$ cat src/rtl/resample_three_quarter_iir_core_macros.svh
// Assertion macros used by the resampler top level.
`ifndef RESAMPLE_THREE_QUARTER_IIR_CORE_MACROS_SVH
`define RESAMPLE_THREE_QUARTER_IIR_CORE_MACROS_SVH

// Clocked check, masked while reset is held.
`define RTQI_ASSERT(lbl, prop, msg) \
  lbl: assert property (@(posedge clk) disable iff (rst) prop) else $error(msg);

// Clocked check that also runs through reset.
`define RTQI_ASSERT_RST(lbl, prop, msg) \
  lbl: assert property (@(posedge clk) prop) else $error(msg);

`endif

$ cat src/rtl/rtqi_pkg.sv
// Shared types, constants, microcode program and arithmetic helpers of the resampler.
`timescale 1ns / 1ps
package rtqi_pkg;

  // Default geometry
  localparam int NUM_SECTIONS_DEF = 3;
  localparam int UP_FACTOR_DEF    = 3;
  localparam int DOWN_FACTOR_DEF  = 4;

  // Fixed-point widths
  localparam int SAMPLE_W = 16;
  localparam int HIST_W   = 32;            // history, 8 fraction bits
  localparam int COEF_W   = 16;            // Q1.15 magnitude
  localparam int FRAC_Q15 = 15;
  localparam int VSUM_W   = HIST_W + 3;    // wn + 2*w0 + w1
  localparam int PROD_W   = VSUM_W + COEF_W + 1;
  localparam int SHR_W    = PROD_W - FRAC_Q15;

  // Coefficient sets
  localparam int COEF_SETS = 3;
  localparam int CSEL_W    = 2;
  typedef logic [CSEL_W-1:0] csel_t;
  localparam csel_t CSEL_LAST = csel_t'(COEF_SETS - 1);

  // Microcode
  localparam int STEP_W = 4;
  typedef logic [STEP_W-1:0] step_t;

  localparam step_t ST_WAIT  = step_t'(0);
  localparam step_t ST_LOADX = step_t'(1);
  localparam step_t ST_SUB1  = step_t'(2);
  localparam step_t ST_SUB2  = step_t'(3);
  localparam step_t ST_WN    = step_t'(4);
  localparam step_t ST_VSUM  = step_t'(5);
  localparam step_t ST_MULG  = step_t'(6);
  localparam step_t ST_YOUT  = step_t'(7);
  localparam step_t ST_HOLD  = step_t'(8);
  localparam step_t ST_EMIT  = step_t'(9);
  localparam step_t ST_DONE  = step_t'(10);

  typedef enum logic [3:0] {
    OP_NOP,
    OP_WAIT,
    OP_LOADX,
    OP_SUB1,
    OP_SUB2,
    OP_WN,
    OP_VSUM,
    OP_MULG,
    OP_YOUT,
    OP_EMIT
  } dp_op_t;

  typedef enum logic [2:0] {
    C_NEXT,
    C_ALWAYS,
    C_NO_ITEM,
    C_SEC_MORE,
    C_UP_MORE,
    C_OUT_BUSY
  } cond_t;

  typedef struct packed {
    dp_op_t op;
    cond_t  cond;
    step_t  target;
  } ucode_t;

  // Sequencer to datapath and output stage
  typedef struct packed {
    dp_op_t op;
    csel_t  csel;
  } ctrl_t;

  // Top level to sequencer
  typedef struct packed {
    logic item_accept;
    logic out_stall;
  } seq_stat_t;

  function automatic ucode_t ucode_rom(input step_t step);
    ucode_t w;
    unique case (step)
      ST_WAIT:  w = '{op: OP_WAIT,  cond: C_NO_ITEM,  target: ST_WAIT};
      ST_LOADX: w = '{op: OP_LOADX, cond: C_NEXT,     target: ST_WAIT};
      ST_SUB1:  w = '{op: OP_SUB1,  cond: C_NEXT,     target: ST_WAIT};
      ST_SUB2:  w = '{op: OP_SUB2,  cond: C_NEXT,     target: ST_WAIT};
      ST_WN:    w = '{op: OP_WN,    cond: C_NEXT,     target: ST_WAIT};
      ST_VSUM:  w = '{op: OP_VSUM,  cond: C_NEXT,     target: ST_WAIT};
      ST_MULG:  w = '{op: OP_MULG,  cond: C_NEXT,     target: ST_WAIT};
      ST_YOUT:  w = '{op: OP_YOUT,  cond: C_SEC_MORE, target: ST_LOADX};
      ST_HOLD:  w = '{op: OP_NOP,   cond: C_OUT_BUSY, target: ST_HOLD};
      ST_EMIT:  w = '{op: OP_EMIT,  cond: C_UP_MORE,  target: ST_LOADX};
      ST_DONE:  w = '{op: OP_NOP,   cond: C_ALWAYS,   target: ST_WAIT};
      default:  w = '{op: OP_NOP,   cond: C_ALWAYS,   target: ST_WAIT};
    endcase
    return w;
  endfunction

  function automatic logic [COEF_W-1:0] coef_fb1(input csel_t c);
    logic [COEF_W-1:0] r;
    unique case (c)
      csel_t'(0): r = COEF_W'(24302);
      csel_t'(1): r = COEF_W'(18352);
      default:    r = COEF_W'(16079);
    endcase
    return r;
  endfunction

  function automatic logic [COEF_W-1:0] coef_fb2(input csel_t c);
    logic [COEF_W-1:0] r;
    unique case (c)
      csel_t'(0): r = COEF_W'(20500);
      csel_t'(1): r = COEF_W'(7457);
      default:    r = COEF_W'(2475);
    endcase
    return r;
  endfunction

  function automatic logic [COEF_W-1:0] coef_gain(input csel_t c);
    logic [COEF_W-1:0] r;
    unique case (c)
      csel_t'(0): r = COEF_W'(19392);
      csel_t'(1): r = COEF_W'(14644);
      default:    r = COEF_W'(12830);
    endcase
    return r;
  endfunction

  // Clamp a shifted product to 32 bits
  function automatic logic signed [HIST_W-1:0] sat32(input logic signed [SHR_W-1:0] v);
    logic signed [HIST_W-1:0] r;
    if (v[SHR_W-1:HIST_W-1] == '0 || v[SHR_W-1:HIST_W-1] == '1) begin
      r = v[HIST_W-1:0];
    end else if (v[SHR_W-1]) begin
      r = {1'b1, {(HIST_W-1){1'b0}}};
    end else begin
      r = {1'b0, {(HIST_W-1){1'b1}}};
    end
    return r;
  endfunction

endpackage

$ cat src/rtl/rtqi_seq.sv
// Microcode sequencer: step counter, program table, section and zero-stuff counters.
`timescale 1ns / 1ps
module rtqi_seq #(
  parameter int NUM_SECTIONS = rtqi_pkg::NUM_SECTIONS_DEF,
  parameter int UP_FACTOR    = rtqi_pkg::UP_FACTOR_DEF
) (
  input  logic               clk,
  input  logic               rst,
  input  rtqi_pkg::seq_stat_t stat,
  output rtqi_pkg::ctrl_t    ctrl
);

  localparam int SEC_W = (NUM_SECTIONS > 1) ? $clog2(NUM_SECTIONS) : 1;
  localparam int UP_W  = (UP_FACTOR > 1) ? $clog2(UP_FACTOR) : 1;

  rtqi_pkg::step_t  step;
  rtqi_pkg::step_t  step_next;
  rtqi_pkg::ucode_t uw;
  logic [SEC_W-1:0] sec;
  logic [UP_W-1:0]  up;
  logic             sec_last;
  logic             up_last;
  logic             take_jump;

  assign uw       = rtqi_pkg::ucode_rom(step);
  assign sec_last = (sec == SEC_W'(NUM_SECTIONS - 1));
  assign up_last  = (up == UP_W'(UP_FACTOR - 1));

  always_comb begin
    unique case (uw.cond)
      rtqi_pkg::C_NEXT:     take_jump = 1'b0;
      rtqi_pkg::C_ALWAYS:   take_jump = 1'b1;
      rtqi_pkg::C_NO_ITEM:  take_jump = !stat.item_accept;
      rtqi_pkg::C_SEC_MORE: take_jump = !sec_last;
      rtqi_pkg::C_UP_MORE:  take_jump = !up_last;
      rtqi_pkg::C_OUT_BUSY: take_jump = stat.out_stall;
      default:              take_jump = 1'b1;
    endcase
    step_next = take_jump ? uw.target : step + rtqi_pkg::step_t'(1);
  end

  // Clamp the coefficient set: later sections reuse the last set
  always_comb begin
    ctrl.op = uw.op;
    if (32'(sec) < rtqi_pkg::COEF_SETS - 1) begin
      ctrl.csel = rtqi_pkg::csel_t'(sec);
    end else begin
      ctrl.csel = rtqi_pkg::CSEL_LAST;
    end
  end

  always_ff @(posedge clk) begin
    if (rst) begin
      step <= rtqi_pkg::ST_WAIT;
      sec  <= '0;
      up   <= '0;
    end else begin
      step <= step_next;
      if (uw.op == rtqi_pkg::OP_WAIT && stat.item_accept) begin
        sec <= '0;
        up  <= '0;
      end
      if (uw.op == rtqi_pkg::OP_YOUT) begin
        sec <= sec_last ? '0 : sec + SEC_W'(1);
      end
      if (uw.op == rtqi_pkg::OP_EMIT && !up_last) begin
        up <= up + UP_W'(1);
      end
    end
  end

endmodule

$ cat src/rtl/rtqi_dp.sv
// Biquad datapath: shared multiplier, accumulator and rotating section history.
`timescale 1ns / 1ps
module rtqi_dp #(
  parameter int NUM_SECTIONS = rtqi_pkg::NUM_SECTIONS_DEF
) (
  input  logic                                    clk,
  input  logic                                    rst,
  input  rtqi_pkg::ctrl_t                         ctrl,
  input  logic                                    load,
  input  logic signed [rtqi_pkg::SAMPLE_W-1:0]    sample,
  output logic signed [rtqi_pkg::HIST_W-1:0]      y
);

  localparam int HW    = rtqi_pkg::HIST_W;
  localparam int PW    = rtqi_pkg::PROD_W;
  localparam int VW    = rtqi_pkg::VSUM_W;
  localparam int CW    = rtqi_pkg::COEF_W;
  localparam int DEPTH = 2 * NUM_SECTIONS;

  // hist[0] is w0 and hist[1] is w1 of the section in work; rotate by a pair per section
  logic signed [HW-1:0] hist [DEPTH];
  logic signed [HW-1:0] x;
  logic signed [HW-1:0] wn;
  logic signed [VW-1:0] vsum;
  logic signed [PW-1:0] acc;
  logic signed [PW-1:0] prod;
  logic signed [CW:0]   mul_a;
  logic signed [VW-1:0] mul_b;
  logic signed [PW-1:0] mul_out;
  logic signed [VW-1:0] vsum_next;

  always_comb begin
    unique case (ctrl.op)
      rtqi_pkg::OP_LOADX: begin
        mul_a = $signed({1'b0, rtqi_pkg::coef_fb1(ctrl.csel)});
        mul_b = VW'(hist[0]);
      end
      rtqi_pkg::OP_SUB1: begin
        mul_a = $signed({1'b0, rtqi_pkg::coef_fb2(ctrl.csel)});
        mul_b = VW'(hist[1]);
      end
      default: begin
        mul_a = $signed({1'b0, rtqi_pkg::coef_gain(ctrl.csel)});
        mul_b = vsum;
      end
    endcase
  end

  assign mul_out   = PW'(mul_a) * PW'(mul_b);
  assign vsum_next = VW'(wn) + (VW'(hist[0]) <<< 1) + VW'(hist[1]);
  assign y         = x;

  always_ff @(posedge clk) begin
    if (load) begin
      x <= HW'(sample) <<< 8;
    end
    unique case (ctrl.op)
      rtqi_pkg::OP_LOADX: begin
        acc  <= PW'(x) <<< rtqi_pkg::FRAC_Q15;
        prod <= mul_out;
      end
      rtqi_pkg::OP_SUB1: begin
        acc  <= acc - prod;
        prod <= mul_out;
      end
      rtqi_pkg::OP_SUB2: acc  <= acc - prod;
      rtqi_pkg::OP_WN:   wn   <= rtqi_pkg::sat32(acc[PW-1:rtqi_pkg::FRAC_Q15]);
      rtqi_pkg::OP_VSUM: vsum <= vsum_next;
      rtqi_pkg::OP_MULG: prod <= mul_out;
      rtqi_pkg::OP_YOUT: x    <= rtqi_pkg::sat32(prod[PW-1:rtqi_pkg::FRAC_Q15]);
      rtqi_pkg::OP_EMIT: x    <= '0;
      default: ;
    endcase
  end

  // History is cleared by reset; rotate it once per finished section
  always_ff @(posedge clk) begin
    if (rst) begin
      for (int i = 0; i < DEPTH; i++) begin
        hist[i] <= '0;
      end
    end else if (ctrl.op == rtqi_pkg::OP_YOUT) begin
      for (int i = 0; i < DEPTH - 2; i++) begin
        hist[i] <= hist[i + 2];
      end
      hist[DEPTH - 2] <= wn;
      hist[DEPTH - 1] <= hist[0];
    end
  end

endmodule

$ cat src/rtl/resample_three_quarter_iir_core.sv
// Top level of the 3/4 resampler: input handshake, decimation phase and output register.
//
//  channel  | dir | tdata (low bit up)      | tuser       | tlast
//  ---------+-----+-------------------------+-------------+------
//  s_*      | in  | [15:0] sample, signed   | [0] first   | -
//  m_*      | out | [15:0] out_sample       | -           | -
//
// Schedule: set by the microcode, seven steps per biquad section through the one shared
//   multiplier, plus a hold and an emit step for each of the UP_FACTOR values of an item.
// An item yields zero or one result; s_tready is high only while the sequencer waits.
// Reset: synchronous; clears the six history words, the phase, the step counter and m_tvalid.
// Stalls: a held m_tready stops the sequencer only when a new result must be written into a
//   full output register; otherwise work goes on under a waiting result.
`timescale 1ns / 1ps
`include "resample_three_quarter_iir_core_macros.svh"
module resample_three_quarter_iir_core #(
  parameter int NUM_SECTIONS = rtqi_pkg::NUM_SECTIONS_DEF,
  parameter int UP_FACTOR    = rtqi_pkg::UP_FACTOR_DEF,
  parameter int DOWN_FACTOR  = rtqi_pkg::DOWN_FACTOR_DEF
) (
  input  logic        clk,
  input  logic        rst,
  input  logic        s_tvalid,
  output logic        s_tready,
  input  logic [15:0] s_tdata,   // [15:0] sample
  input  logic        s_tuser,   // [0] first
  output logic        m_tvalid,
  input  logic        m_tready,
  output logic [15:0] m_tdata    // [15:0] out_sample
);

  localparam int PH_W = (DOWN_FACTOR > 1) ? $clog2(DOWN_FACTOR) : 1;

  rtqi_pkg::ctrl_t                      ctrl;
  rtqi_pkg::seq_stat_t                  stat;
  logic signed [rtqi_pkg::HIST_W-1:0]   y;
  logic [PH_W-1:0]                      phase;
  logic                                 kept;
  logic                                 keep_now;
  logic                                 item_accept;
  logic                                 emit;
  logic [15:0]                          out_sample;

  // Divide by 256 toward zero, then clamp to 16 bits
  function automatic logic [15:0] to_out(input logic signed [31:0] v);
    logic signed [32:0] t;
    logic signed [24:0] q;
    logic [15:0]        r;
    t = 33'(v) + $signed({25'b0, {8{v[31]}}});
    q = t[32:8];
    if (q[24:15] == '0 || q[24:15] == '1) begin
      r = q[15:0];
    end else if (q[24]) begin
      r = 16'h8000;
    end else begin
      r = 16'h7fff;
    end
    return r;
  endfunction

  assign s_tready    = (ctrl.op == rtqi_pkg::OP_WAIT);
  assign item_accept = s_tvalid && s_tready;
  // Report only the first kept value of an item
  assign keep_now    = (phase == '0) && !kept;
  assign emit        = (ctrl.op == rtqi_pkg::OP_EMIT);

  // Hold the sequencer only if a result must go into a full, stalled register
  assign stat.item_accept = item_accept;
  assign stat.out_stall   = keep_now && m_tvalid && !m_tready;

  rtqi_seq #(
    .NUM_SECTIONS (NUM_SECTIONS),
    .UP_FACTOR    (UP_FACTOR)
  ) u_seq (
    .clk  (clk),
    .rst  (rst),
    .stat (stat),
    .ctrl (ctrl)
  );

  rtqi_dp #(
    .NUM_SECTIONS (NUM_SECTIONS)
  ) u_dp (
    .clk    (clk),
    .rst    (rst),
    .ctrl   (ctrl),
    .load   (item_accept),
    .sample ($signed(s_tdata)),
    .y      (y)
  );

  // Decimation phase: clear on a first item, advance once per filtered value
  always_ff @(posedge clk) begin
    if (rst) begin
      phase <= '0;
      kept  <= 1'b0;
    end else begin
      if (item_accept) begin
        kept <= 1'b0;
        if (s_tuser) begin
          phase <= '0;
        end
      end
      if (emit) begin
        if (keep_now) begin
          kept <= 1'b1;
        end
        phase <= (phase == PH_W'(DOWN_FACTOR - 1)) ? '0 : phase + PH_W'(1);
      end
    end
  end

  // Output register: load a kept value, drop valid once the item is taken
  always_ff @(posedge clk) begin
    if (rst) begin
      m_tvalid <= 1'b0;
    end else if (emit && keep_now) begin
      m_tvalid <= 1'b1;
    end else if (m_tready) begin
      m_tvalid <= 1'b0;
    end
  end

  always_ff @(posedge clk) begin
    if (emit && keep_now) begin
      out_sample <= to_out(y);
    end
  end

  assign m_tdata = out_sample;

  `RTQI_ASSERT(a_no_overwrite, (emit && keep_now) |-> (!m_tvalid || m_tready), "result overwritten while stalled")
  `RTQI_ASSERT(a_first_clears_phase, (item_accept && s_tuser) |=> (phase == '0), "first item left phase set")
  `RTQI_ASSERT(a_busy_after_accept, item_accept |=> !s_tready, "sequencer did not start on accepted item")
  `RTQI_ASSERT_RST(a_reset_idle, rst |=> (!m_tvalid && s_tready), "reset did not idle the block")

endmodule
$ cat config.mk
export PLATFORM = sky130hd
export DESIGN_NAME = resample_three_quarter_iir_core
export DESIGN_NICKNAME = d
export VERILOG_FILES = /design/src/rtl/rtqi_pkg.sv /design/src/rtl/rtqi_seq.sv /design/src/rtl/rtqi_dp.sv /design/src/rtl/resample_three_quarter_iir_core.sv
export VERILOG_INCLUDE_DIRS = /design/src /design/src/rtl
export SDC_FILE = /design/constraint.sdc
export NUM_CORES = 2
export LEC_CHECK = 0
export BUFFER_PORTS_ARGS = -buffer_cell sky130_fd_sc_hd__buf_4
export CAP_MARGIN = 20
export CORE_ASPECT_RATIO = 1.4
export CORE_MARGIN = 1
export CORE_UTILIZATION = 65
export CTS_CLUSTER_DIAMETER = 80
export DETAILED_ROUTE_END_ITERATION = 8
export GPL_TIMING_DRIVEN = 0
export MAX_ROUTING_LAYER = met4
export PLACE_DENSITY = 0.93
export REMOVE_ABC_BUFFERS = 1
export SLEW_MARGIN = 20
export SYNTH_ARGS = -nofsm -noshare
export SYNTH_HDL_FRONTEND = slang
export SYNTH_SLANG_ARGS = --single-unit
$ cat constraint.sdc
create_clock -name clk -period 16.4 [get_ports clk]
set_clock_uncertainty 0.1 [all_clocks]
set_input_delay 1.64 -clock clk [delete_from_list [all_inputs] [get_ports clk]]
set_output_delay 1.64 -clock clk [all_outputs]
set_load 0.02 [all_outputs]
# Yosys cells after proc, flatten, opt, wreduce, memory -nomap -nowiden
# Memories as Yosys holds them, arrays and structs flattened. A register that Yosys moved wholly into a read port is not among the register bits.
# Index checks and enable logic that the tools add are counted.
[op_classes]
shifts = 0
multipliers = 1
n_addsub = 8
order_cmp = 1
eq_ne = 20
n_reduce_logical = 31
muxes = 42
div = 0
bitwise = 6
[op_table]
columns = ["operator", "count"]
rows = [
  ["2-to-1 mux 32 bit", 11],
  ["case mux 52 bit (2 select lines)", 1],
  ["case mux 15 bit (2 select lines)", 3],
  ["case mux 35 bit (2 select lines)", 1],
  ["case mux 32 bit (2 select lines)", 1],
  ["multiplier 17 x 35 -> 52 bit", 1],
  ["subtractor 52 bit", 1],
  ["adder 34 x 32 -> 35 bit", 1],
  ["adder 32 x 33 -> 34 bit", 1],
  ["adder 32 x 9 -> 33 bit", 1],
  ["2-to-1 mux 16 bit", 2],
  ["case mux 16 bit (2 select lines)", 1],
  ["2-to-1 mux 2 bit", 9],
  ["equality test 4 x 3 -> 1 bit, second input constant", 4],
  ["equality test 6 bit, second input constant", 2],
  ["zero test 6 bit", 2],
  ["nonzero test 2 bit", 6],
  ["equality test 10 bit, second input constant", 1],
  ["zero test 10 bit", 1],
  ["2-to-1 mux 1 bit", 10],
  ["equality test 4 x 2 -> 1 bit, second input constant", 2],
  ["equality test 4 bit, second input constant", 2],
  ["2-to-1 mux 4 bit", 2],
  ["logical AND 1 bit", 7],
  ["18 further kinds", 36],
]
[totals]
latchBits = 0
ramBits = 192
ff_bits = 231
output_inout_bits = 18
word_cells = 123
mem_bits_ro = 144
mem_count = 2
in_bits = 21
[memory_table]
columns = ["memory", "words", "width", "rd", "rd_ports_with_merged_regs", "write_ports", "line", "rtl"]
rows = [
  ["u_dp.hist", 6, 32, 6, 0, 6, "rtqi_dp.sv:21", "logic signed [HW-1:0] hist [DEPTH];"],
  ["(name not given)", 16, 9, 1, 1, 0, "rtqi_pkg.sv:83", "unique case (step)"],
]

# Logic depth before layout (Yosys ltp)
[depth]
word_depth = 7
mapped_depth = 32

# Modules after synthesis
# Synthesis repeated with hierarchy kept, for this count alone.
[unflattened]
cells_unflattened = 4157
area_unflattened_um2 = 41428.5
[by_module_without_submodules]
columns = ["mod", "area_per_inst_um2", "cells_per_inst", "seq_area_each_um2", "n_inst"]
rows = [
  ["rtqi_dp", 38972.4, 3903, 11861.4, 1],
  ["resample_three_quarter_iir_core", 1549.0, 161, 560.5, 1],
  ["rtqi_seq", 907.1, 93, 320.3, 1],
]

# Least setup slack after synthesis
# No wires, ideal clock.
[synth_path]
path_kind = "reg-to-reg"
start = "reg u_seq.uw[7] (netlist name)"
end = "reg u_dp.prod[47] (data pin)"
path_buffers = 3
stages_incl_launch_ff = 27
period_less_slack_ns = 7.872
setup_time_ns = 0.262
t_arrival_ns = 7.510
path_slack_ns = 8.528
t_required_ns = 16.038
cell_sequence = "dfxtp_1 -> buf_2 -> buf_1 -> clkbuf_1 -> mux2i_1 -> a21oi_1 -> nand2_1 -> fa_1 -> fa_1 -> fa_1 -> inv_1 -> fa_1 -> fa_1 -> inv_1 -> fa_1 -> inv_1 -> ha_1 -> a21oi_1 -> o21ai_0 -> a31oi_1 -> o311ai_1 -> and3_1 -> a2111oi_4 -> a31oi_2 -> a311oi_4 -> o21ai_1 -> xor2_1"
[synth_via]
elab_chain_cells = 3
word_cells_on_any_way = 5
classes_between = "mul (1); eq/ne (2); mux (2)"
[synth_lines]
columns = ["item", "line", "rtl"]
rows = [
  ["equality test 4 x 2 -> 1 bit", "rtqi_dp.sv:33", "unique case (ctrl.op)"],
  ["case mux 16 bit (2 select lines) or case mux 35 bit (2 select lines) (tied branches)", "rtqi_dp.sv:33", ""],
  ["multiplier 17 x 35 -> 52 bit *", "rtqi_dp.sv:49", "assign mul_out = PW'(mul_a) * PW'(mul_b);"],
  ["named net u_dp.mul_out[47]", "rtqi_dp.sv:29", "logic signed [PW-1:0] mul_out;"],
  ["end signal: assignment", "rtqi_dp.sv:60", "prod <= mul_out;"],
  ["end signal: assignment", "rtqi_dp.sv:64", "prod <= mul_out;"],
  ["end signal: assignment", "rtqi_dp.sv:69", "rtqi_pkg::OP_MULG: prod <= mul_out;"],
  ["end: declaration", "rtqi_dp.sv:26", "logic signed [PW-1:0] prod;"],
]
# Mark *: on every way through the listed nets, which the timed path passes. The rest lies on a longest branch.
# A chain may end at the register's enable or synchronous reset.

==> metrics.txt <==
# TYPE chip_impl_metric gauge
chip_impl_info{name="status",value="finished clean"} 1
chip_impl_metric{name="drt.antenna.violating_nets",unit=""} 0
chip_impl_metric{name="syn-cell-area",unit="mm²"} 0.0407
chip_impl_info{name="dominantRegCellSynth",value="sky130_fd_sc_hd__edfxtp_1"} 1
chip_impl_metric{name="slew_headroom",unit="%"} 13.9
chip_impl_metric{name="post_cts_resized",unit=""} 0
chip_impl_metric{name="drc",unit=""} 0
chip_impl_metric{name="core_area",unit="mm²"} 0.0619
chip_impl_metric{name="max-clock-path-buffers",unit=""} 3
chip_impl_metric{name="worst_slew_pin_slew",unit="ns"} 1.28
chip_impl_metric{name="critPathMaxFanout",unit=""} 32
chip_impl_metric{name="yosysWarnings",unit=""} 0
chip_impl_info{name="netlist_top_cells_area",value="sky130_fd_sc_hd__edfxtp_1, sky130_fd_sc_hd__fa_1, sky130_fd_sc_hd__ha_1"} 1
chip_impl_info{name="route.top_layer_used",value="met4"} 1
chip_impl_metric{name="initial_cell_density_of_the_core",unit="%"} 65.7
chip_impl_info{name="synthDominantAreaCellType",value="sky130_fd_sc_hd__edfxtp_1"} 1
chip_impl_metric{name="worst-r2r-cell-count",unit=""} 26
chip_impl_metric{name="yosysSeqAreaShare",unit="%"} 31.3
chip_impl_metric{name="clk_slew_on_worst_s_h_paths",unit="ns"} 0.06
chip_impl_metric{name="globalRouteTotalUtil",unit="%"} 37.4
chip_impl_info{name="worstSetupStartpointType",value="flop"} 1
chip_impl_metric{name="cts.sinks",unit=""} 431
chip_impl_metric{name="tns",unit="ns"} 0
chip_impl_metric{name="grt_overflow_total",unit=""} 0
chip_impl_metric{name="layout.area.seq",unit="mm²"} 0.0127
chip_impl_info{name="min_delay_worst_type",value="flop to flop"} 1
chip_impl_metric{name="post-route-period-util",unit="%"} 61.6
chip_impl_metric{name="first_pass_grt_wire_length",unit="mm"} 172
chip_impl_metric{name="fillerInstances",unit=""} 4194
chip_impl_metric{name="drt-total-wl",unit="mm"} 111
chip_impl_metric{name="synth_cells",unit=""} 4047
chip_impl_info{name="timing.critical_path.to_type",value="flop"} 1
chip_impl_metric{name="worst_ep_required_time",unit="ns"} 16.63
chip_impl_metric{name="final_util",unit="%"} 70.6
chip_impl_info{name="worst-setup-path-type",value="flop to flop"} 1
chip_impl_metric{name="area.growth.synth_to_final",unit="%"} 7.53
chip_impl_metric{name="rows",unit=""} 108
chip_impl_metric{name="viasPerCell",unit=""} 6.21
chip_impl_metric{name="die-width",unit="µm"} 213
chip_impl_metric{name="detail_route.wl_per_cell",unit="µm"} 22.7
chip_impl_metric{name="post_synth.cell_area_avg",unit="µm²"} 10.0
chip_impl_metric{name="drt_pass1_iterations",unit=""} 7
chip_impl_metric{name="synth.distinct_cells",unit=""} 89
chip_impl_metric{name="max_freq",unit="MHz"} 99.0
chip_impl_metric{name="async_flop_share",unit="%"} 0
chip_impl_metric{name="timing.final.max_slew_violations",unit=""} 0
chip_impl_metric{name="chipHeight",unit="µm"} 298
chip_impl_info{name="clock_tree.root_cell",value="sky130_fd_sc_hd__clkbuf_16"} 1
chip_impl_metric{name="cts_post_setup_buffers_inserted",unit=""} 0
chip_impl_metric{name="hold_violations",unit=""} 0
chip_impl_info{name="rsz_0062_raised_after_global_routing",value="no"} 1
chip_impl_metric{name="multi_input_area",unit="mm²"} 0.0248
chip_impl_metric{name="routed-via-count",unit=""} 30245
chip_impl_metric{name="yosys_register_bits",unit=""} 431
chip_impl_metric{name="io_buffers",unit=""} 38
chip_impl_metric{name="min_delay_path_depth",unit=""} 2
chip_impl_metric{name="drt_iter0_markers",unit=""} 3027
chip_impl_info{name="timing.rr.start",value="u_seq.uw[0]$_DFF_P_"} 1
chip_impl_metric{name="synth_enable_flop_cells",unit=""} 411
chip_impl_metric{name="die-area",unit="mm²"} 0.0636
chip_impl_metric{name="timing.final.setup_violations",unit=""} 0
chip_impl_metric{name="period_needed",unit="ns"} 10.10
chip_impl_metric{name="finish.net_count",unit=""} 4779
chip_impl_metric{name="drt-met1-wl",unit="mm"} 35.6
chip_impl_metric{name="layout-drive-gt1-share",unit="%"} 5.42
chip_impl_metric{name="synth_top_area_share",unit="%"} 30.4
chip_impl_metric{name="grt_pass1_vias",unit=""} 31901
chip_impl_metric{name="floorplan.io_pins",unit=""} 39
chip_impl_info{name="worstHoldStart",value="u_seq.up[1]$_SDFFE_PP0P_"} 1
chip_impl_metric{name="gp_congestion",unit=""} 1.00
chip_impl_metric{name="wire_length_on_met3",unit="mm"} 9.84
chip_impl_info{name="critPathLaunch",value="u_seq.uw[0]$_DFF_P_"} 1
chip_impl_metric{name="clk_latency",unit="ns"} 0.60
chip_impl_metric{name="htreeDepth",unit=""} 2
chip_impl_metric{name="wl_met2",unit="mm"} 54.5
chip_impl_info{name="clock_tree_from_tritoncts",value="yes"} 1
chip_impl_metric{name="max-cap-violations",unit=""} 0
chip_impl_metric{name="crit_path_dat",unit="ns"} 10.33
chip_impl_metric{name="grt_start_max_net_pins",unit=""} 70
chip_impl_metric{name="hpwl",unit="mm"} 82.2
chip_impl_metric{name="tritoncts.num_buffers",unit=""} 44
chip_impl_metric{name="initial_antenna_violation_count",unit=""} 5
chip_impl_metric{name="cts_hold_buf",unit=""} 0
## critical path: stages (launching register included)
cell	delay (ns)
sky130_fd_sc_hd__dfxtp_1	0.42
sky130_fd_sc_hd__nand2b_1	0.38
sky130_fd_sc_hd__nor2_4	0.59
sky130_fd_sc_hd__nand2_1	0.75
sky130_fd_sc_hd__nor2_1	0.34
sky130_fd_sc_hd__or2_2	0.63
sky130_fd_sc_hd__nand2_1	0.24
sky130_fd_sc_hd__fa_1	0.57
sky130_fd_sc_hd__fa_1	0.52
sky130_fd_sc_hd__fa_1	0.39
sky130_fd_sc_hd__inv_1	0.32
sky130_fd_sc_hd__fa_1	0.52
sky130_fd_sc_hd__fa_1	0.55
sky130_fd_sc_hd__inv_1	0.05
sky130_fd_sc_hd__fa_1	0.47
sky130_fd_sc_hd__inv_1	0.04
sky130_fd_sc_hd__ha_1	0.36
sky130_fd_sc_hd__a21oi_1	0.23
sky130_fd_sc_hd__o21ai_0	0.14
sky130_fd_sc_hd__a31oi_1	0.19
sky130_fd_sc_hd__o311ai_1	0.16
sky130_fd_sc_hd__and3_1	0.25
sky130_fd_sc_hd__a2111oi_4	0.53
sky130_fd_sc_hd__a31oi_2	0.26
sky130_fd_sc_hd__a311oi_4	0.48
sky130_fd_sc_hd__o21ai_1	0.14
sky130_fd_sc_hd__xor2_1	0.17
## per-stage QoR
stage	worst slack [ns]	cell area, µm²	cells	hold slack [ns]
after detailed placement	6.73	42200	4786	0.387
after global routing	5.91	43700	4869	0.423
after global placement	1.75	41400	4749	0.353
after floorplan	5.00	40000	3886	0.338
final	6.30	43700	4869	0.392
after CTS	6.60	43700	4864	0.401
## layout by cell type, fill, tap and decap left out, types with 24 or more instances in the layout
| cell type | n |
|---|---|
| sky130_fd_sc_hd__nor3_1 | 24 |
| sky130_fd_sc_hd__buf_4 | 46 |
| sky130_fd_sc_hd__nor2b_1 | 26 |
| sky130_fd_sc_hd__nand4_1 | 33 |
| sky130_fd_sc_hd__ha_1 | 221 |
| sky130_fd_sc_hd__o21ai_0 | 149 |
| sky130_fd_sc_hd__a21oi_1 | 175 |
| sky130_fd_sc_hd__nand3_1 | 28 |
| sky130_fd_sc_hd__fa_1 | 529 |
| sky130_fd_sc_hd__xor2_1 | 45 |
| sky130_fd_sc_hd__xnor2_1 | 93 |
| sky130_fd_sc_hd__nand2b_1 | 28 |
| sky130_fd_sc_hd__mux2i_1 | 35 |
| sky130_fd_sc_hd__edfxtp_1 | 411 |
| sky130_fd_sc_hd__and2_1 | 221 |
| sky130_fd_sc_hd__nand2_1 | 471 |
| sky130_fd_sc_hd__a21o_1 | 123 |
| sky130_fd_sc_hd__inv_1 | 714 |
| sky130_fd_sc_hd__o21a_1 | 31 |
| sky130_fd_sc_hd__clkbuf_16 | 45 |
| sky130_fd_sc_hd__nor2_1 | 260 |
## area by class of cell
type	count	share of cell area (%)
well taps	825	2.36
clock buffers	53	2.64
clock inverters	25	0.715
repair buffers	76	2.22
inverters	715	6.14
multi-input cells	2740	56.7
flip-flops and latches	431	29.2
diodes	4	0.0229
## state kept, by name (all words and copies together) (netlist names)
name        count
u_dp.hist     192
u_dp.acc       52
u_dp.prod      52
u_dp.vsum      35
u_dp.wn        32
u_dp.y         32
m_tdata        16
u_seq.uw        8
u_seq.step      4
phase           2
u_seq.sec       2
u_seq.up        2
kept            1
m_tvalid        1
## synth_stat cells (17+ instances only)
master / count
sky130_fd_sc_hd__fa_1: 529
sky130_fd_sc_hd__nand4_1: 33
sky130_fd_sc_hd__o21a_1: 33
sky130_fd_sc_hd__nand2b_1: 29
sky130_fd_sc_hd__dfxtp_1: 20
sky130_fd_sc_hd__a21oi_1: 183
sky130_fd_sc_hd__nand2_1: 472
sky130_fd_sc_hd__and3_1: 18
sky130_fd_sc_hd__ha_1: 221
sky130_fd_sc_hd__xor2_1: 45
sky130_fd_sc_hd__mux2i_1: 35
sky130_fd_sc_hd__o21ai_0: 154
sky130_fd_sc_hd__nand3_1: 29
sky130_fd_sc_hd__and2_1: 222
sky130_fd_sc_hd__edfxtp_1: 411
sky130_fd_sc_hd__nor2_1: 263
sky130_fd_sc_hd__nor2b_1: 26
sky130_fd_sc_hd__nor3_1: 24
sky130_fd_sc_hd__a21o_1: 126
sky130_fd_sc_hd__inv_1: 714
sky130_fd_sc_hd__clkbuf_1: 144
sky130_fd_sc_hd__o21ai_1: 18
sky130_fd_sc_hd__o21bai_1: 17
sky130_fd_sc_hd__xnor2_1: 93
## cells by family (layout without fill, tap and decap cells)
logic type | count (synthesis) | count (layout) | share of synthesized area (%)
adders and majority gates | 750 | 750 | 32.8
buffers and inverters | 876 | 869 | 8.13
other | 0 | 4 | 0
DFF | 431 | 431 | 31.3
muxes | 40 | 40 | 1.00
and+or+nand+nor | 1164 | 1164 | 13.4
AOI/OAI and AO/OA | 648 | 648 | 10.3
xor gates and xnor gates | 138 | 138 | 2.97
## per-layer routing
metal,track usage (%),up-vias
met5,-,-
met4,29.7,0
met3,9.46,688
met2,59.3,1808
met1,39.4,14776
li1,-,12973
## worst paths after layout
path,slack (ns),endpoint
setup / recovery,6.30,u_dp.prod[47]$_DFFE_PP_
hold / removal,0.39,u_seq.up[1]$_SDFFE_PP0P_
setup reg to reg,6.30,u_dp.prod[47]$_DFFE_PP_
hold reg to reg,0.39,u_seq.up[1]$_SDFFE_PP0P_
Power is not shown: default switching activity piles up to over one toggle a cycle in this logic, so the estimate is an artifact.
